--- config.mk ---
export PLATFORM = sky130hd
export DESIGN_NAME = button_click_classifier_unit
export DESIGN_NICKNAME = d
export VERILOG_FILES = /design/src/rtl/bcc_pkg.sv /design/src/rtl/button_click_classifier_unit.sv
export SDC_FILE = /design/constraint.sdc
export NUM_CORES = 1
export LEC_CHECK = 0
export BUFFER_PORTS_ARGS = -buffer_cell sky130_fd_sc_hd__buf_2
export CORE_UTILIZATION = 40
export CTS_CLUSTER_DIAMETER = 60
export DETAILED_ROUTE_END_ITERATION = 8
export SYNTH_ARGS = -nofsm -noshare
export SYNTH_HDL_FRONTEND = slang
export SYNTH_SLANG_ARGS = --single-unit
export TNS_END_PERCENT = 30
--- constraint.sdc ---
create_clock -name clk -period 4.35 [get_ports clk]
set_input_delay 0.2175 -clock clk [delete_from_list [all_inputs] [get_ports clk]]
set_output_delay 0.2175 -clock clk [all_outputs]
set_load 0.05 [all_outputs]
--- src/rtl/bcc_pkg.sv ---
package bcc_pkg;

  // Field widths
  localparam int unsigned TIME_W   = 32;
  localparam int unsigned MS_W     = 16;
  localparam int unsigned COUNT_W  = 3;
  localparam int unsigned EVENT_W  = 3;
  localparam int unsigned CFG_IDX_W = 2;
  localparam int unsigned CFG_DATA_W = 16;

  // Register indexes on the configuration port
  localparam logic [CFG_IDX_W-1:0] REG_DEBOUNCE    = 2'd0;
  localparam logic [CFG_IDX_W-1:0] REG_LONG_PRESS  = 2'd1;
  localparam logic [CFG_IDX_W-1:0] REG_MULTI_PRESS = 2'd2;
  localparam logic [CFG_IDX_W-1:0] REG_MAX_PRESSES = 2'd3;

  // Register reset values
  localparam logic [MS_W-1:0]    DEBOUNCE_RST    = 16'd20;
  localparam logic [MS_W-1:0]    LONG_PRESS_RST  = 16'd300;
  localparam logic [MS_W-1:0]    MULTI_PRESS_RST = 16'd500;
  localparam logic [COUNT_W-1:0] MAX_PRESSES_RST = 3'd2;

  // Press count saturates here
  localparam logic [COUNT_W-1:0] COUNT_MAX = 3'd7;
  localparam logic [COUNT_W-1:0] COUNT_ONE = 3'd1;
  localparam logic [COUNT_W-1:0] COUNT_TWO = 3'd2;

  // Event codes
  localparam logic [EVENT_W-1:0] EV_NONE     = 3'd0;
  localparam logic [EVENT_W-1:0] EV_PRESSED  = 3'd1;
  localparam logic [EVENT_W-1:0] EV_SINGLE   = 3'd2;
  localparam logic [EVENT_W-1:0] EV_DOUBLE   = 3'd3;
  localparam logic [EVENT_W-1:0] EV_LONG_REL = 3'd4;
  localparam logic [EVENT_W-1:0] EV_RELEASED = 3'd5;

endpackage

--- src/rtl/button_click_classifier_unit.sv ---
// Debounced button click and long-press classifier.
//
// Input channel: one request per pin sample (now_ms timestamp plus the
// active-low level). Output channel: one request per sample carrying
// event_code (none, pressed, single, double, long release, release).
// Both channels use valid/stall; a request moves when valid is high and
// stall is low.
//
// A sample's event is registered and shows at out_valid in the cycle after
// it is accepted. Throughput is one sample per cycle while the receiver
// does not stall; the state update (a 32-bit subtract and compare against
// the debounce and held times) sits between the state and result registers.
// While the receiver stalls, the result register holds and in_stall rises
// only when a result is waiting and stalled, so the block still takes a
// sample in the cycle the waiting result is taken.
//
// Reset (rst, synchronous, active high) loads the default timings
// (20/300/500 ms, two presses), clears the press state and the output.
// Configuration writes on cfg_we land at once; make them only while no
// sample is in flight.
module button_click_classifier_unit
  import bcc_pkg::*;
(
  input  logic                  clk,
  input  logic                  rst,
  // configuration
  input  logic                  cfg_we,
  input  logic [CFG_IDX_W-1:0]  cfg_index,
  input  logic [CFG_DATA_W-1:0] cfg_data,
  // sample channel
  input  logic                  in_valid,
  output logic                  in_stall,
  input  logic [TIME_W-1:0]     now_ms,
  input  logic                  level,
  // event channel
  output logic                  out_valid,
  input  logic                  out_stall,
  output logic [EVENT_W-1:0]    event_code
);

  // Configuration registers
  logic [MS_W-1:0]    debounce_ms;
  logic [MS_W-1:0]    long_press_ms;
  logic [MS_W-1:0]    multi_press_ms;
  logic [COUNT_W-1:0] max_presses;

  // Press tracking state
  logic               last_level,   last_level_next;
  logic [TIME_W-1:0]  edge_time,    edge_time_next;
  logic [TIME_W-1:0]  press_start,  press_start_next;
  logic               press_active, press_active_next;
  logic [COUNT_W-1:0] press_total,  press_total_next;
  logic               long_seen,    long_seen_next;
  logic [EVENT_W-1:0] ev_next;

  logic              in_accept;
  logic              edge_seen;
  logic              bounce;
  logic [TIME_W-1:0] gap;
  logic [TIME_W-1:0] held;
  logic              held_long;
  logic              held_multi;
  logic [COUNT_W-1:0] total_base;

  assign in_stall  = out_valid && out_stall;
  assign in_accept = in_valid && !in_stall;

  // Configuration write port
  always_ff @(posedge clk) begin
    if (rst) begin
      debounce_ms    <= DEBOUNCE_RST;
      long_press_ms  <= LONG_PRESS_RST;
      multi_press_ms <= MULTI_PRESS_RST;
      max_presses    <= MAX_PRESSES_RST;
    end else if (cfg_we) begin
      unique case (cfg_index)
        REG_DEBOUNCE:    debounce_ms    <= cfg_data;
        REG_LONG_PRESS:  long_press_ms  <= cfg_data;
        REG_MULTI_PRESS: multi_press_ms <= cfg_data;
        REG_MAX_PRESSES: max_presses    <= cfg_data[COUNT_W-1:0];
        default: ;
      endcase
    end
  end

  // Time differences wrap modulo 2^32
  assign edge_seen  = (level != last_level);
  assign gap        = now_ms - edge_time;
  assign bounce     = edge_seen && (gap < {{(TIME_W-MS_W){1'b0}}, debounce_ms});
  assign held       = now_ms - press_start;
  assign held_long  = held > {{(TIME_W-MS_W){1'b0}}, long_press_ms};
  assign held_multi = held > {{(TIME_W-MS_W){1'b0}}, multi_press_ms};
  // a fresh press sequence restarts the count from zero
  assign total_base = press_active ? press_total : '0;

  // Next state and event for one sample
  always_comb begin
    last_level_next   = last_level;
    edge_time_next    = edge_seen ? now_ms : edge_time;
    press_start_next  = press_start;
    press_active_next = press_active;
    press_total_next  = press_total;
    long_seen_next    = long_seen;
    ev_next           = EV_NONE;

    if (!bounce) begin
      last_level_next = level;
      if (!level) begin
        if (edge_seen) begin
          if (!press_active) begin
            press_start_next  = now_ms;
            press_active_next = 1'b1;
            ev_next           = EV_PRESSED;
          end
          press_total_next = (total_base < COUNT_MAX) ? total_base + COUNT_ONE
                                                      : total_base;
        end else if (press_active && !long_seen && held_long) begin
          long_seen_next = 1'b1;
        end
      end else if (press_active) begin
        if (!long_seen && (press_total >= max_presses || held_multi)) begin
          // sequence ends; other counts report nothing
          if (press_total == COUNT_ONE)      ev_next = EV_SINGLE;
          else if (press_total == COUNT_TWO) ev_next = EV_DOUBLE;
          press_active_next = 1'b0;
        end else if (long_seen) begin
          long_seen_next    = 1'b0;
          press_active_next = 1'b0;
          ev_next           = EV_LONG_REL;
        end else if (edge_seen) begin
          ev_next = EV_RELEASED;
        end
      end
    end
  end

  // State update on each accepted sample
  always_ff @(posedge clk) begin
    if (rst) begin
      last_level   <= 1'b1;
      edge_time    <= '0;
      press_start  <= '0;
      press_active <= 1'b0;
      press_total  <= '0;
      long_seen    <= 1'b0;
    end else if (in_accept) begin
      last_level   <= last_level_next;
      edge_time    <= edge_time_next;
      press_start  <= press_start_next;
      press_active <= press_active_next;
      press_total  <= press_total_next;
      long_seen    <= long_seen_next;
    end
  end

  // Result register
  always_ff @(posedge clk) begin
    if (rst) begin
      out_valid <= 1'b0;
    end else if (in_accept) begin
      out_valid <= 1'b1;
    end else if (!out_stall) begin
      out_valid <= 1'b0;
    end
  end

  always_ff @(posedge clk) begin
    if (in_accept) begin
      event_code <= ev_next;
    end
  end

endmodule

==> metrics.txt <==
# TYPE chip_impl_metric gauge
chip_impl_info{name="ys_top_cells_by_area",value="dfxtp_1 24%, ha_1 14%, nand2_1 11%"} 1
chip_impl_metric{name="placedInstanceArea",unit="mm²"} 0.0113
chip_impl_metric{name="placementRows",unit=""} 57
chip_impl_metric{name="report.final.setup_viol",unit=""} 0
chip_impl_metric{name="synth.yosys.seq_area_share",unit="%"} 25.2
chip_impl_metric{name="post_synth_inst_count",unit=""} 1379
chip_impl_metric{name="max_clock_freq",unit="GHz"} 0.232
chip_impl_metric{name="drive_above_1_share",unit="%"} 18.1
chip_impl_metric{name="mappedNetlistArea",unit="mm²"} 0.0101
chip_impl_metric{name="total_nets_after_synthesis",unit=""} 1551
chip_impl_metric{name="via_count",unit=""} 10000
chip_impl_info{name="crit_path_start_kind",value="register"} 1
chip_impl_metric{name="grt_pass1_vias",unit=""} 9372
chip_impl_metric{name="synth.mux.area_fraction",unit="%"} 3.79
chip_impl_info{name="rsz0062_at_grt",value="true"} 1
chip_impl_metric{name="buffer_ports.inserted",unit=""} 60
chip_impl_metric{name="synthAdderAreaFrac",unit="%"} 14.6
chip_impl_metric{name="grt_first_pass_wirelength",unit="mm"} 47.9
chip_impl_metric{name="cp_slowest_stage_delay",unit="ns"} 0.40
chip_impl_metric{name="power_density_of_the_placed_cells",unit="mW/mm²"} 331
chip_impl_metric{name="worstSkewPairLatency",unit="ns"} 0.42
chip_impl_info{name="timing_worst_setup_path_type",value="reg -> reg"} 1
chip_impl_metric{name="start_util",unit="%"} 41.1
chip_impl_metric{name="detail_route.wl_per_cell",unit="µm"} 16.4
chip_impl_metric{name="slew_viol_final",unit=""} 0
chip_impl_metric{name="ys_types",unit=""} 78
chip_impl_info{name="crit-reg2reg-launch",value="edge_time[4]"} 1
chip_impl_metric{name="top_level_ports",unit=""} 61
chip_impl_info{name="critPathLaunch",value="edge_time[4]"} 1
chip_impl_metric{name="r2r_cells",unit=""} 22
chip_impl_metric{name="htree_levels",unit=""} 4
chip_impl_metric{name="floorplan.die.height",unit="µm"} 161
chip_impl_metric{name="vias_per_cell",unit=""} 5.46
chip_impl_metric{name="grt_overall_usage",unit="%"} 23.4
chip_impl_metric{name="yosys.area.top_type_share",unit="%"} 24.3
chip_impl_info{name="post-synth-top-area-cell",value="dfxtp_1"} 1
chip_impl_metric{name="yosys.area_share.simple",unit="%"} 22.1
chip_impl_metric{name="gp_congestion",unit=""} 0.916
chip_impl_metric{name="irDropWorstVdd",unit="V"} 0.000238
chip_impl_metric{name="slew_headroom",unit="%"} 35.4
chip_impl_metric{name="drtAntennaViolNets",unit=""} 0
chip_impl_metric{name="floorplan.die_area",unit="mm²"} 0.0258
chip_impl_metric{name="count_of_routing_violations_after_the_opening_detailed_route_iteration",unit=""} 607
chip_impl_metric{name="ys_warn_count",unit=""} 0
chip_impl_metric{name="drt-total-wl",unit="mm"} 30.2
chip_impl_info{name="cpMaxStageDelayCell",value="a2111o_1"} 1
chip_impl_metric{name="tns",unit="ns"} 0
chip_impl_metric{name="synth_area_per_cell",unit="µm²"} 7.29
chip_impl_info{name="cts.root.buffer_cell",value="clkbuf_16"} 1
chip_impl_metric{name="grt_overflow_total",unit=""} 0
chip_impl_metric{name="first_pass_iteration_count_of_the_detailed_router",unit=""} 5
chip_impl_info{name="critPathCaptureType",value="register"} 1
chip_impl_metric{name="drt_drc_violations_left",unit=""} 0
chip_impl_metric{name="fin_cells",unit=""} 1837
chip_impl_metric{name="cts_num_sinks",unit=""} 125
chip_impl_metric{name="synth_enable_flop_cells",unit=""} 3
chip_impl_metric{name="antenna_found_initial",unit=""} 0
chip_impl_metric{name="numPlacedInstances",unit=""} 1796
chip_impl_info{name="crit_chain",value="inv_1 > ha_4 > a21o_1 > a31oi_4 > a21o_1 > nand2_2 > nand3_1 > nand2_1 > xor2_1 > ha_2 > a2111o_1 > nor4_2 > buf_4 > nand4_1 > nor4b_2 > o311ai_1 > nor4bb_1 > buf_4 > and4_4 > buf_6 > nor2_1 > a311oi_1"} 1
chip_impl_metric{name="detailedPlacementHpwl",unit="mm"} 23.2
chip_impl_metric{name="max_cap_viol_count",unit=""} 0
chip_impl_metric{name="tightest_slew",unit="ns"} 0.965
chip_impl_info{name="ys_dominant_reg_cell",value="dfxtp_1"} 1
chip_impl_metric{name="final.period_utilization",unit="%"} 98.9
chip_impl_metric{name="synth_async_sr_flop_share",unit="%"} 0
chip_impl_info{name="outcome",value="finished clean"} 1
chip_impl_metric{name="period_needed",unit="ns"} 4.30
chip_impl_metric{name="number_of_antenna_cells_inserted",unit=""} 0
chip_impl_metric{name="synth_compound_gate_area_share",unit="%"} 22.6
chip_impl_metric{name="finish.utilization",unit="%"} 50.4
chip_impl_metric{name="totalPowerFinal",unit="µW"} 4080
chip_impl_info{name="timing.hold.worst.start",value="now_ms[10]"} 1
chip_impl_metric{name="critPathMaxFanout",unit=""} 4
chip_impl_metric{name="fillcell_total",unit=""} 2367
chip_impl_metric{name="grt_max_degree",unit=""} 75
chip_impl_metric{name="clkTransAtPathRegs",unit="ns"} 0.06
chip_impl_metric{name="area_growth_syn_to_layout",unit="%"} 22.7
chip_impl_metric{name="timing.hold.worst_path_depth",unit=""} 3
chip_impl_info{name="tritoncts",value="done"} 1
chip_impl_metric{name="cp_data_arrival_time",unit="ns"} 4.63
chip_impl_metric{name="fin_area",unit="mm²"} 0.0123
chip_impl_metric{name="synthXorXnorAreaFrac",unit="%"} 4.00
chip_impl_metric{name="ys_ff_latch",unit=""} 125
chip_impl_metric{name="fin_skew",unit="ns"} 0.00750
chip_impl_metric{name="critical_path_required",unit="ns"} 4.68
chip_impl_metric{name="total_leakage_power",unit="µW"} 0.00492
chip_impl_metric{name="design.final.nets",unit=""} 1673
chip_impl_metric{name="report.final.hold_viol_count",unit=""} 0
chip_impl_metric{name="max-clock-path-buffers",unit=""} 2
chip_impl_info{name="synth_top_family_by_area",value="compound AO/OA/AOI/OAI gates"} 1
chip_impl_metric{name="floorplan.core_area",unit="mm²"} 0.0245
chip_impl_metric{name="cts_buffers",unit=""} 17
chip_impl_metric{name="die_width",unit="µm"} 161
chip_impl_info{name="worstHoldPathType",value="in -> reg"} 1
-- cell families (layout without fill, tap and decap cells) --
kind of cell	after synthesis	after routing
DFF	125	125
muxes	38	38
buffers and inverters	197	331
adders and majority gates	116	116
xor gates and xnor gates	46	46
and+or+nand+nor	492	492
AOI/OAI and AO/OA	365	365
-- worst paths after layout --
path,end,slack [ns]
setup reg to reg,press_total[0],0.05
hold / removal,edge_time[10],0.06
hold reg to reg,debounce_ms[11],0.45
setup / recovery,press_total[0],0.05
-- metrics by stage --
| step | setup slack, ns | hold slack (ns) |
|---|---|---|
| after floorplan | 0.0875 | 0.342 |
| after global placement | -0.333 | 0.436 |
| after detailed placement | -0.492 | 0.443 |
| after CTS | -0.00766 | 0.0511 |
| after global routing | -0.269 | 0.0683 |
| final | 0.0471 | 0.0632 |
-- registers in the layout, summed over array words and instances, names as in the netlist --
signal / cells
edge_time: 32
press_start: 32
debounce_ms: 16
long_press_ms: 16
multi_press_ms: 16
event_code: 3
max_presses: 3
press_total: 3
last_level: 1
long_seen: 1
out_valid: 1
press_active: 1
-- where the power goes --
group	switching [µW]	internal (µW)	leakage [µW]
logic	771	581	0.00360
registers	27.5	1200	0.00103
clock network	608	890	0.000292
-- synth_stat cells, drive strengths merged (4+ instances only) --
cell	instances
nand2	288
a21oi	156
inv	130
dfxtp	122
ha	114
nor2	64
clkbuf	57
o21ai	55
mux2i	37
nand4	33
xnor2	32
o211ai	31
a21o	22
nand3	19
nor3	16
o21a	14
xor2	14
a31oi	13
nand2b	11
a211oi	10
buf	10
nor2b	10
nor4	8
and3	7
o21bai	7
a2111oi	6
a221oi	6
and2	6
o22ai	5
or2	5
or3	5
a22oi	4
and4	4
nand4b	4
-- cells in the final DEF (no fill, tap or decap), types with 14 or more instances in the layout --
master	instances
nor3_1	15
o21ai_0	42
xnor2_1	30
nand4_1	33
o21a_1	14
inv_1	126
ha_1	104
nand3_1	19
a21oi_1	147
mux2i_1	37
nor2_1	63
buf_2	60
nand2_1	286
o211ai_1	31
buf_4	100
clkbuf_16	18
dfxtp_1	116
a21o_1	22
-- critical path, delay by kind of cell, from the launching register on --
| kind | cells | cell delay (ns) |
|---|---|---|
| simple gates | 9 | 1.44 |
| compound gates | 6 | 1.36 |
| buf+inv | 4 | 0.53 |
| fa+ha+maj | 2 | 0.40 |
| flops | 1 | 0.32 |
| xor+xnor | 1 | 0.16 |
-- metal layers --
layer | wire length, µm | vias up | track usage (%)
met3 | 1540 | 51 | 3.90
met1 | 14300 | 4626 | 31.6
met5 | 0 | - | 0
li1 | - | 5066 | -
met4 | 803 | 0 | 8.87
met2 | 13500 | 283 | 37.0
-- repair_timing --
item | in CTS | in global routing
endpoints found under the setup margin | 41 | 41
endpoints found under the hold margin | 1 | 0
hold buffers | 1 | 0
gates resized for setup | 19 | 57
buffers inserted | 7 | 2
pin swaps | 8 | 15
-- cell type report --
cell class,instances,area (µm²),share of cell area (%)
multi-input cells,1057,7100,57.5
flip-flops and latches,125,2540,20.6
repair buffers,170,1200,9.70
inverters,130,490,3.97
clock buffers,18,450,3.65
well taps,324,405,3.29
clock inverters,13,155,1.26
(Power assumes the default switching activity.)
